<file path="config.mk">
export PLATFORM = sky130hd
export DESIGN_NAME = loop_phase_accumulator_top
export DESIGN_NICKNAME = d
export VERILOG_FILES = /design/src/hw/rtl/lpa_pkg.sv /design/src/hw/rtl/loop_phase_accumulator_top.sv /design/src/hw/rtl/lpa_divider.sv
export SDC_FILE = /design/constraint.sdc
export NUM_CORES = 2
export LEC_CHECK = 0
export BUFFER_PORTS_ARGS = -buffer_cell sky130_fd_sc_hd__buf_2
export CAP_MARGIN = 25
export CORE_ASPECT_RATIO = 0.75
export CORE_UTILIZATION = 45
export DETAILED_ROUTE_END_ITERATION = 10
export GPL_ROUTABILITY_DRIVEN = 1
export SLEW_MARGIN = 0
export SYNTH_ARGS = -nofsm -noshare
export SYNTH_HDL_FRONTEND = slang
export SYNTH_SLANG_ARGS = --single-unit
</file>
<file path="constraint.sdc">
create_clock -name aclk -period 12.4 [get_ports aclk]
set_input_delay 2.48 -clock aclk [delete_from_list [all_inputs] [get_ports aclk]]
set_output_delay 2.48 -clock aclk [all_outputs]
set_load 0.05 [all_outputs]
</file>
<file path="src/hw/rtl/lpa_pkg.sv">
// Shared types and constants for the looping phase accumulator.
package lpa_pkg;

    localparam int POS_W    = 48;   // Q32.16 position
    localparam int LEVEL_W  = 50;   // signed Q34.16 running level
    localparam int TRIG_W   = 16;   // Q1.15 trigger samples
    localparam int RATE_W   = 32;   // signed Q16.16 rate
    localparam int FRAC_W   = 16;   // Q0.16 restart fraction
    localparam int PROD_W   = FRAC_W + 1 + RATE_W;
    localparam int DIV_STEPS = LEVEL_W;
    localparam int DIV_CNT_W = $clog2(DIV_STEPS);
    localparam int CFG_IDX_W = 2;

    typedef enum logic [CFG_IDX_W-1:0] {
        REG_START_POSITION = 2'd0,
        REG_END_POSITION   = 2'd1,
        REG_LOOP_START     = 2'd2,
        REG_LOOP_END       = 2'd3
    } cfg_reg_t;

    typedef enum logic [2:0] {
        ST_IDLE,
        ST_FRAC_DIV,
        ST_FRAC_MUL,
        ST_RESTART,
        ST_WRAP_SEL,
        ST_WRAP_DIV,
        ST_WRAP_FIX,
        ST_DONE
    } seq_state_t;

    typedef struct packed {
        logic               start;
        logic [LEVEL_W-1:0] dividend;
        logic [POS_W-1:0]   divisor;
    } div_req_t;

    typedef struct packed {
        logic               done;
        logic [LEVEL_W-1:0] quotient;
        logic [POS_W-1:0]   remainder;
    } div_rsp_t;

endpackage

</file>
<file path="src/hw/rtl/loop_phase_accumulator_top.sv">
// Top level of the looping sample-playback phase accumulator.
//
// Usage notes:
//  - Input channel s_*: one audio sample per transaction (restart trigger,
//    finish trigger, signed Q16.16 rate). Result channel m_*: one
//    transaction per input, carrying the Q32.16 position and finish flag.
//  - Config port: cfg_wr_en/cfg_index/cfg_wdata writes start, end, loop
//    start and loop end (Q32.16). Write only while the block is idle.
//  - One transaction at a time: s_ready is high only in the idle state.
//  - A plain sample, a finish clamp or an empty region skips the divider;
//    a position wrap takes one pass of the divider, a restart without a
//    wrap one pass, and a restart plus a wrap two passes. s_ready rises
//    with m_valid, so a new sample is taken only once the previous result
//    has reached the output register. The shared 50-step restoring divider
//    computes the restart fraction and the modulo wrap, one bit per cycle.
//  - A finished result sits in an output register; if the receiver
//    stalls (m_ready low) the next sample is still accepted, and its
//    result waits in the final state until the output register frees.
//  - Reset (aresetn low, synchronous) clears the config registers,
//    the level, both trigger histories and finish mode, and drops m_valid.
module loop_phase_accumulator_top (
    input  logic                                 aclk,
    input  logic                                 aresetn,
    // configuration
    input  logic                                 cfg_wr_en,
    input  logic [lpa_pkg::CFG_IDX_W-1:0]        cfg_index,
    input  logic [lpa_pkg::POS_W-1:0]            cfg_wdata,
    // input channel
    input  logic                                 s_valid,
    output logic                                 s_ready,
    input  logic signed [lpa_pkg::TRIG_W-1:0]    s_start_trigger,
    input  logic signed [lpa_pkg::TRIG_W-1:0]    s_finish_trigger,
    input  logic signed [lpa_pkg::RATE_W-1:0]    s_rate_step,
    // result channel
    output logic                                 m_valid,
    input  logic                                 m_ready,
    output logic [lpa_pkg::POS_W-1:0]            m_position,
    output logic                                 m_finishing
);

    localparam int LW = lpa_pkg::LEVEL_W;
    localparam int PW = lpa_pkg::POS_W;
    localparam int TW = lpa_pkg::TRIG_W;
    localparam int FW = lpa_pkg::FRAC_W;
    localparam int XW = lpa_pkg::PROD_W;

    // configuration registers
    logic [PW-1:0] start_pos_reg;
    logic [PW-1:0] end_pos_reg;
    logic [PW-1:0] loop_start_reg;
    logic [PW-1:0] loop_end_reg;

    // sequencer and state
    lpa_pkg::seq_state_t state_reg, state_next;
    logic signed [LW-1:0]             level_reg;
    logic signed [TW-1:0]             prev_st_reg;
    logic signed [TW-1:0]             prev_ft_reg;
    logic                             finish_mode_reg;
    logic signed [lpa_pkg::RATE_W-1:0] rate_reg;
    logic [FW-1:0]                    frac_reg;
    logic signed [XW-1:0]             prod_reg;
    logic [PW-1:0]                    lo_reg;
    logic [PW-1:0]                    wrap_m_reg;
    logic                             neg_reg;
    logic [PW-1:0]                    range_reg;

    // output register
    logic                             out_valid_reg;
    logic [PW-1:0]                    out_pos_reg;
    logic                             out_fin_reg;

    lpa_pkg::div_req_t div_req;
    lpa_pkg::div_rsp_t div_rsp;

    // accept and trigger edges
    logic                accept;
    logic                st_rise;
    logic                ft_rise;
    logic signed [TW:0]  st_den;

    assign accept  = s_valid && s_ready;
    assign st_rise = (prev_st_reg <= 0) && (s_start_trigger > 0);
    assign ft_rise = (prev_ft_reg <= 0) && (s_finish_trigger > 0);
    assign st_den  = {s_start_trigger[TW-1], s_start_trigger}
                   - {prev_st_reg[TW-1], prev_st_reg};

    // zero-extended config values in level format
    logic signed [LW-1:0] s_ext, e_ext, ls_ext, le_ext;
    assign s_ext  = signed'({2'b00, start_pos_reg});
    assign e_ext  = signed'({2'b00, end_pos_reg});
    assign ls_ext = signed'({2'b00, loop_start_reg});
    assign le_ext = signed'({2'b00, loop_end_reg});

    // region selection for the wrap
    logic                 in_loop;
    logic [PW-1:0]        sel_lo;
    logic [PW-1:0]        sel_hi;
    logic signed [PW:0]   sel_range;
    logic                 range_empty;
    logic signed [LW-1:0] wrap_diff;
    logic [LW-1:0]        wrap_mag;

    assign in_loop     = (level_reg >= ls_ext) && (level_reg <= le_ext);
    assign sel_lo      = in_loop ? loop_start_reg : start_pos_reg;
    assign sel_hi      = in_loop ? loop_end_reg   : end_pos_reg;
    assign sel_range   = signed'({1'b0, sel_hi}) - signed'({1'b0, sel_lo});
    assign range_empty = sel_range[PW] || (sel_range == '0);
    assign wrap_diff   = level_reg - signed'({2'b00, sel_lo});
    assign wrap_mag    = wrap_diff[LW-1] ? LW'(-wrap_diff) : LW'(wrap_diff);

    // finish clamp: max with start, then min with end
    logic signed [LW-1:0] clamp_lo;
    logic signed [LW-1:0] clamp_val;
    assign clamp_lo  = (level_reg < s_ext) ? s_ext : level_reg;
    assign clamp_val = (clamp_lo > e_ext) ? e_ext : clamp_lo;

    // restart offset: floor(frac * rate / 2^16)
    logic signed [XW-17:0] restart_step;
    assign restart_step = prod_reg[XW-1:16];

    logic out_free;
    assign out_free = !out_valid_reg || m_ready;

    lpa_divider u_div (
        .aclk    (aclk),
        .aresetn (aresetn),
        .req     (div_req),
        .rsp     (div_rsp)
    );

    // next state
    always_comb begin
        state_next = state_reg;
        unique case (state_reg)
            lpa_pkg::ST_IDLE:     if (accept) begin
                                      state_next = st_rise ? lpa_pkg::ST_FRAC_DIV
                                                           : lpa_pkg::ST_WRAP_SEL;
                                  end
            lpa_pkg::ST_FRAC_DIV: if (div_rsp.done) begin
                                      state_next = lpa_pkg::ST_FRAC_MUL;
                                  end
            lpa_pkg::ST_FRAC_MUL: state_next = lpa_pkg::ST_RESTART;
            lpa_pkg::ST_RESTART:  state_next = lpa_pkg::ST_WRAP_SEL;
            lpa_pkg::ST_WRAP_SEL: begin
                if (finish_mode_reg || range_empty) begin
                    state_next = lpa_pkg::ST_DONE;
                end else begin
                    state_next = lpa_pkg::ST_WRAP_DIV;
                end
            end
            lpa_pkg::ST_WRAP_DIV: if (div_rsp.done) begin
                                      state_next = lpa_pkg::ST_WRAP_FIX;
                                  end
            lpa_pkg::ST_WRAP_FIX: state_next = lpa_pkg::ST_DONE;
            lpa_pkg::ST_DONE:     if (out_free) begin
                                      state_next = lpa_pkg::ST_IDLE;
                                  end
            default:              state_next = lpa_pkg::ST_IDLE;
        endcase
    end

    // sequencer outputs: handshake and divider launch
    always_comb begin
        s_ready          = 1'b0;
        div_req.start    = 1'b0;
        div_req.dividend = '0;
        div_req.divisor  = '0;
        unique case (state_reg)
            lpa_pkg::ST_IDLE: begin
                s_ready = 1'b1;
                // frac = st * 2^16 / (st - prev), st known positive here
                div_req.start    = s_valid && st_rise;
                div_req.dividend = {{(LW-FW-TW+1){1'b0}}, s_start_trigger[TW-2:0],
                                    {FW{1'b0}}};
                div_req.divisor  = {{(PW-TW-1){1'b0}}, st_den};
            end
            lpa_pkg::ST_WRAP_SEL: begin
                div_req.start    = !finish_mode_reg && !range_empty;
                div_req.dividend = wrap_mag;
                div_req.divisor  = sel_range[PW-1:0];
            end
            default: begin
                s_ready = 1'b0;
            end
        endcase
    end

    always_ff @(posedge aclk) begin
        if (!aresetn) begin
            state_reg <= lpa_pkg::ST_IDLE;
        end else begin
            state_reg <= state_next;
        end
    end

    // configuration writes
    always_ff @(posedge aclk) begin
        if (!aresetn) begin
            start_pos_reg  <= '0;
            end_pos_reg    <= '0;
            loop_start_reg <= '0;
            loop_end_reg   <= '0;
        end else if (cfg_wr_en) begin
            unique case (lpa_pkg::cfg_reg_t'(cfg_index))
                lpa_pkg::REG_START_POSITION: start_pos_reg  <= cfg_wdata;
                lpa_pkg::REG_END_POSITION:   end_pos_reg    <= cfg_wdata;
                lpa_pkg::REG_LOOP_START:     loop_start_reg <= cfg_wdata;
                lpa_pkg::REG_LOOP_END:       loop_end_reg   <= cfg_wdata;
                default:                     ;
            endcase
        end
    end

    // control state: level, trigger history, finish mode
    always_ff @(posedge aclk) begin
        if (!aresetn) begin
            level_reg       <= '0;
            prev_st_reg     <= '0;
            prev_ft_reg     <= '0;
            finish_mode_reg <= 1'b0;
        end else begin
            unique case (state_reg)
                lpa_pkg::ST_IDLE: if (accept) begin
                    prev_st_reg     <= s_start_trigger;
                    prev_ft_reg     <= s_finish_trigger;
                    finish_mode_reg <= finish_mode_reg ^ ft_rise;
                end
                lpa_pkg::ST_RESTART: begin
                    level_reg <= s_ext + signed'({{(LW-XW+16){restart_step[XW-17]}},
                                                  restart_step});
                end
                lpa_pkg::ST_WRAP_SEL: begin
                    if (finish_mode_reg) begin
                        level_reg <= clamp_val;
                    end else if (range_empty) begin
                        level_reg <= signed'({2'b00, sel_lo});
                    end
                end
                lpa_pkg::ST_WRAP_FIX: begin
                    level_reg <= signed'({2'b00, lo_reg}) + signed'({2'b00, wrap_m_reg});
                end
                lpa_pkg::ST_DONE: if (out_free) begin
                    level_reg <= level_reg + LW'(rate_reg);
                end
                default: ;
            endcase
        end
    end

    // datapath working registers
    always_ff @(posedge aclk) begin
        unique case (state_reg)
            lpa_pkg::ST_IDLE: if (accept) begin
                rate_reg <= s_rate_step;
            end
            lpa_pkg::ST_FRAC_DIV: if (div_rsp.done) begin
                // a previous sample of exactly zero gives a full-scale fraction
                frac_reg <= (div_rsp.quotient[LW-1:FW] != '0) ? {FW{1'b1}}
                                                             : div_rsp.quotient[FW-1:0];
            end
            lpa_pkg::ST_FRAC_MUL: begin
                prod_reg <= signed'({1'b0, frac_reg}) * rate_reg;
            end
            lpa_pkg::ST_WRAP_SEL: begin
                lo_reg    <= sel_lo;
                range_reg <= sel_range[PW-1:0];
                neg_reg   <= wrap_diff[LW-1];
            end
            lpa_pkg::ST_WRAP_DIV: if (div_rsp.done) begin
                // floor modulo: fold a negative remainder back into range
                wrap_m_reg <= (neg_reg && (div_rsp.remainder != '0))
                            ? range_reg - div_rsp.remainder
                            : div_rsp.remainder;
            end
            default: ;
        endcase
    end

    // output register
    always_ff @(posedge aclk) begin
        if (!aresetn) begin
            out_valid_reg <= 1'b0;
        end else if ((state_reg == lpa_pkg::ST_DONE) && out_free) begin
            out_valid_reg <= 1'b1;
        end else if (m_ready) begin
            out_valid_reg <= 1'b0;
        end
    end

    always_ff @(posedge aclk) begin
        if ((state_reg == lpa_pkg::ST_DONE) && out_free) begin
            out_pos_reg <= level_reg[PW-1:0];
            out_fin_reg <= finish_mode_reg;
        end
    end

    assign m_valid     = out_valid_reg;
    assign m_position  = out_pos_reg;
    assign m_finishing = out_fin_reg;

endmodule

</file>
<file path="src/hw/rtl/lpa_divider.sv">
// Shared restoring divider, one quotient bit per cycle.
module lpa_divider (
    input  logic              aclk,
    input  logic              aresetn,
    input  lpa_pkg::div_req_t req,
    output lpa_pkg::div_rsp_t rsp
);

    logic                            busy_reg;
    logic                            done_reg;
    logic [lpa_pkg::DIV_CNT_W-1:0]   cnt_reg;
    logic [lpa_pkg::LEVEL_W-1:0]     quo_reg;
    logic [lpa_pkg::POS_W-1:0]       rem_reg;
    logic [lpa_pkg::POS_W-1:0]       dvs_reg;
    logic [lpa_pkg::POS_W:0]         shifted;
    logic [lpa_pkg::POS_W:0]         trial;
    logic                            borrow;

    assign shifted = {rem_reg, quo_reg[lpa_pkg::LEVEL_W-1]};
    assign trial   = shifted - {1'b0, dvs_reg};
    assign borrow  = shifted < {1'b0, dvs_reg};

    always_ff @(posedge aclk) begin
        if (!aresetn) begin
            busy_reg <= 1'b0;
            done_reg <= 1'b0;
            cnt_reg  <= '0;
        end else begin
            done_reg <= 1'b0;
            if (req.start) begin
                busy_reg <= 1'b1;
                cnt_reg  <= '0;
            end else if (busy_reg) begin
                cnt_reg <= cnt_reg + 1'b1;
                if (cnt_reg == lpa_pkg::DIV_CNT_W'(lpa_pkg::DIV_STEPS - 1)) begin
                    busy_reg <= 1'b0;
                    done_reg <= 1'b1;
                end
            end
        end
    end

    always_ff @(posedge aclk) begin
        if (req.start) begin
            quo_reg <= req.dividend;
            rem_reg <= '0;
            dvs_reg <= req.divisor;
        end else if (busy_reg) begin
            // remainder stays below the divisor, so 48 bits hold it
            rem_reg <= borrow ? shifted[lpa_pkg::POS_W-1:0] : trial[lpa_pkg::POS_W-1:0];
            quo_reg <= {quo_reg[lpa_pkg::LEVEL_W-2:0], ~borrow};
        end
    end

    assign rsp.done      = done_reg;
    assign rsp.quotient  = quo_reg;
    assign rsp.remainder = rem_reg;

endmodule

</file>
; Word level (Yosys, flattened, before mapping)
; Cells that the tools add are included.
[totals]
out_inout_bits = 51
elab_cells = 126
inputBits = 119
regBits = 724
[op_classes]
addsub = 10
muxes = 28
n_reduce_logical = 33
n_eq_ne = 16
magnitude_cmp = 9
bitwise = 4
multipliers = 1
[op_table]
columns = op, count
row1 = $mux W50, 8
row2 = $pmux W50 S4, 1
row3 = $pmux W99 S2, 1
row4 = $mux W48, 4
row5 = $sub A48 B48 Y48, 2
row6 = $add A49 B33 Y50, 1
row7 = $add A50 B32 Y50, 1
row8 = $ge A50 B49 Y1, 1
row9 = $gt A50 B49 Y1, 1
row10 = $le A50 B49 Y1, 1
row11 = $lt A50 B49 Y1, 1
row12 = $neg A50 Y50, 1
row13 = $sub A50 B49 Y50, 1
row14 = $add A48 B48 Y49, 1
row15 = $logic_not A49 Y1, 1
row16 = $lt A49 B48 Y1, 1
row17 = $mul A17 B32 Y49, 1
row18 = $sub A48 B48 Y49, 1
row19 = $reduce_bool A48 Y1, 1
row20 = $reduce_bool A34 Y1, 1
row21 = $gt A16 B1 Y1 const B, 2
row22 = $le A16 B1 Y1 const B, 2
row23 = $pmux W3 S8, 1
row24 = $sub A16 B16 Y17, 1
row25 = 27 further kinds, 64

; Longest topological paths before layout
[depth]
ltp_word = 10
ltp_mapped = 47
ltp_nobuf = 42

; By module
; A second synthesis with hierarchy kept.
[hier_totals]
hier_cells = 8548
area_unflattened_um2 = 72101.7
[by_module_without_submodules]
columns = mod, cells_each, area_each_um2, seq_area_each_um2, instances
row1 = loop_phase_accumulator_top, 7643, 63094.3, 13843.3, 1
row2 = lpa_divider, 905, 9007.4, 4063.9, 1

; Worst setup path before layout
; Ideal clock, no wire load.
[synth_timing]
path_type = register to register
startpoint = register level_reg[27]
endpoint = register u_div.quo_reg[0] (netlist bit), enable pin
arrival_time_ns = 9.576
synth_period_minus_slack_ns = 10.176
slack_ns = 2.224
required_ns = 11.801
stages_incl_launch_ff = 39
cell_sequence = dfxtp_1 ha_1 a21o_1 nand3_2 a21oi_2 o311a_1 or4_4 o21a_4 nor2_2 buf_2 buf_2 buf_1 clkbuf_1 clkbuf_1 buf_1 nor2_1 a21oi_1 ha_1 [... 3 more ...] or4_1 maj3_1 a21boi_1 maj3_1 a211oi_1 a31o_2 o31ai_1 o311a_1 nor2_1 a311o_1 a21oi_1 and4_1 and4_1 nand4_2 a31oi_4 buf_2 buf_2 nand2_1
[synth_via]
elab_chain_cells = 10
[synth_lines]
columns = element, line_no
row1 = "start, declared", loop_phase_accumulator_top.sv:55  ; logic signed [LW-1:0] level_reg;
row2 = "start signal, assigned", loop_phase_accumulator_top.sv:229  ; level_reg <= s_ext + signed'({{(LW-XW+16){restart_step[XW-17]}},
row3 = "start signal, assigned", loop_phase_accumulator_top.sv:234  ; level_reg <= clamp_val;
row4 = "start signal, assigned", loop_phase_accumulator_top.sv:236  ; level_reg <= signed'({2'b00, sel_lo});
row5 = $ge A50 B49 Y1 / $le A50 B49 Y1 (equally long branches), loop_phase_accumulator_top.sv:103  ; assign in_loop = (level_reg >= ls_ext) && (level_reg <= le_ext);
row6 = $logic_and A1 B1 Y1 (*), loop_phase_accumulator_top.sv:103
row7 = "$mux W48, on equally long branches", "loop_phase_accumulator_top.sv:105, loop_phase_accumulator_top.sv:104"
row8 = $sub A48 B48 Y49 (*), loop_phase_accumulator_top.sv:106  ; assign sel_range = signed'({1'b0, sel_hi}) - signed'({1'b0, sel_lo});
row9 = $logic_not A49 Y1, loop_phase_accumulator_top.sv:107  ; assign range_empty = sel_range[PW] || (sel_range == '0);
row10 = $logic_or A1 B1 Y1 (*), loop_phase_accumulator_top.sv:107
row11 = $logic_not A1 Y1 (*), loop_phase_accumulator_top.sv:178  ; div_req.start = !finish_mode_reg && !range_empty;
row12 = $logic_and A1 B1 Y1 (*), loop_phase_accumulator_top.sv:178
row13 = $pmux W99 S2 (*), loop_phase_accumulator_top.sv:168  ; unique case (state_reg)
row14 = $reduce_bool A2 Y1 (no line) (*), --
row15 = "end signal, assigned", lpa_divider.sv:45  ; quo_reg <= req.dividend;
row16 = "end signal, assigned", lpa_divider.sv:51  ; quo_reg <= {quo_reg[lpa_pkg::LEVEL_W-2:0], ~borrow};
row17 = "end, declared", lpa_divider.sv:12  ; logic [lpa_pkg::LEVEL_W-1:0] quo_reg;
; Every way passes the cells marked *; elsewhere a longest branch is shown, timed or not.
; A chain may end at the register's enable or synchronous reset.

; Final worst setup path
[layout_timing]
startpoint = register level_reg[32]
endpoint = register u_div.quo_reg[6] (netlist bit), enable pin
[layout_via]
elab_chain_cells = 10
[layout_lines]
columns = element, line_no
row1 = $ge A50 B49 Y1 / $le A50 B49 Y1 (equally long branches), loop_phase_accumulator_top.sv:103
row2 = $logic_and A1 B1 Y1 (*), loop_phase_accumulator_top.sv:103
row3 = "$mux W48, on equally long branches", "loop_phase_accumulator_top.sv:105, loop_phase_accumulator_top.sv:104"
row4 = $sub A48 B48 Y49 (*), loop_phase_accumulator_top.sv:106
row5 = named net sel_range[39], loop_phase_accumulator_top.sv:98  ; logic signed [PW:0] sel_range;
row6 = $logic_not A49 Y1 (*), loop_phase_accumulator_top.sv:107
row7 = $logic_or A1 B1 Y1 (*), loop_phase_accumulator_top.sv:107
row8 = $logic_not A1 Y1 (*), loop_phase_accumulator_top.sv:178
row9 = $logic_and A1 B1 Y1 (*), loop_phase_accumulator_top.sv:178
row10 = $pmux W99 S2 (*), loop_phase_accumulator_top.sv:168
row11 = $reduce_bool A2 Y1 (no line) (*), --
; Mark *: on every way through the listed nets, which the timed path passes. The rest lies on a longest branch.

==> metrics.yaml <==
outcome: "finished clean"
min-delay-start: "prev_ft_reg[12]"
grt_start_max_net_pins: 170
synth_edf_count: 373
initial_core_util: 0.454
wl_um: 274000
whs_ps: 455
power_leakage_uw: 0.0328
postCtsSetupRepairBufs: 0
cpPeakStageDelay_ps: 1020
syn-num-nets: 9798
fin_tns_setup_ps: 0
dp_hpwl_um: 215000
via_per_inst: 6.04
routedWlPerCell_um: 25.5
synthCells: 8544
finalNetCount: 9807
grt_pass1_wl_um: 400000
clk_pin_slew_ps: 60
htreeDepth: 3
postSynthAreaPerCell_sq_um: 8.39
ctsHoldBuffers: 0
period_share: 0.887
ant_nets: 0
antenna_found_initial: 24
whs_path_depth: 2
ys_seq_elements: 708
root_buffer: "clkbuf_16"
drtPass1Iterations: 6
final_layout_size_suffix_gt1_frac: 0.0719
path_class: "flop to flop"
io_buffers: 169
cts_made_buffers: 85
final_cell_mix: "nand2_1, inv_1, a21oi_1"
fin_skew_ps: 47.1
row_count: 126
cts_sinks: 708
rsz0062_at_grt: "false"
overflow: 0
worst_path_max_delay_cell: "nor4_1"
power_density_nw_per_um2: 271
arrival_ps: 11410
clockBufferDepth: 3
cts_resized: 0
setup_violations: 0
grt_pass1_vias: 59861
die_area_sq_um: 161000
ys.flop_type: "edfxtp_1"
ir_worst_vdd_mv: 0.247
die-width_um: 463
drc_errors: 0
layout_commonest_cell: "nand2_1"
critical_path_required_ps: 12810
pre_cts_slack_ps: 1890
area_growth_pct: 8.51
path_max_fanout: 31
rrSetupSlack_ps: 1400
r2r_start: "level_reg[32]"
r2r-end: "u_div.quo_reg[6]"
cpMostUsedCell: "a21oi_1"
max-slew-margin-rel: 0.165
track_usage: 0.332
max_freq_mhz: 90.9
cts_tree: "yes"
seq_area_frac_synth: 0.250
die_y_um: 348
reg2reg_depth: 29
setup_ws_ps: 1400
synth-async-reset-ratio: 0
hp-class: "flop to flop"
hold_end: "prev_ft_reg[12]"
cp-end-kind: "flop"
clk_latency_ps: 730
worst_pin_slew_ps: 1240
synth_area_sq_um: 71700
drt_iter0_drc: 8142
ios: 170
start_kind: "flop"
power.total_uw: 21100
maxSlewViolCount: 0
synth_cell_type_count: 133
gp_routability_congestion: 1.03
hold_viol: 0
ys_warn_count: 0
core_sq_um: 158000
max-cap-violations: 0
dr_total_vias: 64850
period_needed_ps: 11000
nFillCells: 15258
final cells by class:
type | count | area, sq um | area share
multi-input cells | 6470 | 48600 | 0.625
clock inverters | 49 | 614 | 0.00790
clock buffers | 108 | 2420 | 0.0311
well taps | 2112 | 2640 | 0.0340
flip-flops and latches | 708 | 17900 | 0.230
inverters | 1006 | 3790 | 0.0487
repair buffers | 282 | 1790 | 0.0230
diodes | 5 | 12.5 | 0.000161
routing by layer:
metal | GRT usage | vias to the layer above | routed length [um]
li1 | - | 29344 | -
met1 | 0.521 | 31956 | 129000
met2 | 0.449 | 3174 | 107000
met3 | 0.0776 | 350 | 31400
met4 | 0.0759 | 26 | 6500
met5 | 0 | - | 168
logic make-up (layout without fill, tap and decap cells):
kind of cell               after synthesis  count (layout)  share of synthesized area
xor gates and xnor gates               388             388                     0.0475
other                                    0               5                          0
adders and majority gates             1157            1157                      0.253
muxes                                  120             120                     0.0177
and+or+nand+nor                       2711            2711                      0.176
AOI/OAI and AO/OA                     2094            2094                      0.182
buffers and inverters                 1366            1445                     0.0740
DFF                                    708             708                      0.250
cells in the mapped netlist (all sizes together) (31+ instances only):
cell type,count,area (sq um)
nand2,1251,4710
inv,1003,3760
a21oi,755,3790
ha,640,8010
fa,495,9910
o21ai,478,2410
nor2,465,1750
edfxtp,373,11200
dfxtp,335,6710
clkbuf,307,1210
and2,262,1640
xnor2,232,2040
a21o,174,1310
xor2,156,1370
nor3,126,657
nand3,125,631
nand2b,92,576
a211oi,83,643
nor2b,73,457
nand4,72,457
mux2i,67,671
o21a,66,503
nor4,61,409
a31oi,55,372
buf,53,317
mux2,53,597
o31ai,49,373
and3,48,303
o22ai,47,307
o21bai,46,345
o211ai,36,280
a311oi,32,280
or3,31,201
worst max-delay path, delay by kind of cell (launching register included):
kind	cells	cell delay [ps]
DFF	1	430
adders and majority gates	2	680
and+or+nand+nor	10	3510
AOI/OAI and AO/OA	16	5580
buffers and inverters	1	440
per-stage QoR:
step / util / cells / cell area (sq um)
after global routing: 0.493 / 10735 / 77800
after floorplan: - / 8544 / 71700
after CTS: 0.493 / 10725 / 77700
after global placement: 0.473 / 10560 / 74600
after detailed placement: 0.473 / 10568 / 74700
final: 0.493 / 10740 / 77800
power by group:
group / internal [uW] / total, uW / switching [uW]
logic: 4750 / 14300 / 9520
registers: 3380 / 4030 / 648
clock network: 1630 / 2810 / 1180
worst max path at each step:
stage	startpoint	endpoint	slack [ps]	cells after the start
after global placement	level_reg[25]	u_div.quo_reg[4]	2110	29
after floorplan	level_reg[27]	u_div.quo_reg[0]	2220	38
after detailed placement	level_reg[25]	u_div.quo_reg[4]	1890	29
after CTS	level_reg[32]	u_div.quo_reg[6]	1830	30
final	level_reg[32]	u_div.quo_reg[6]	1400	29
after global routing	level_reg[32]	u_div.quo_reg[6]	1110	29
No activity file was read; power rests on OpenSTA's default activity.
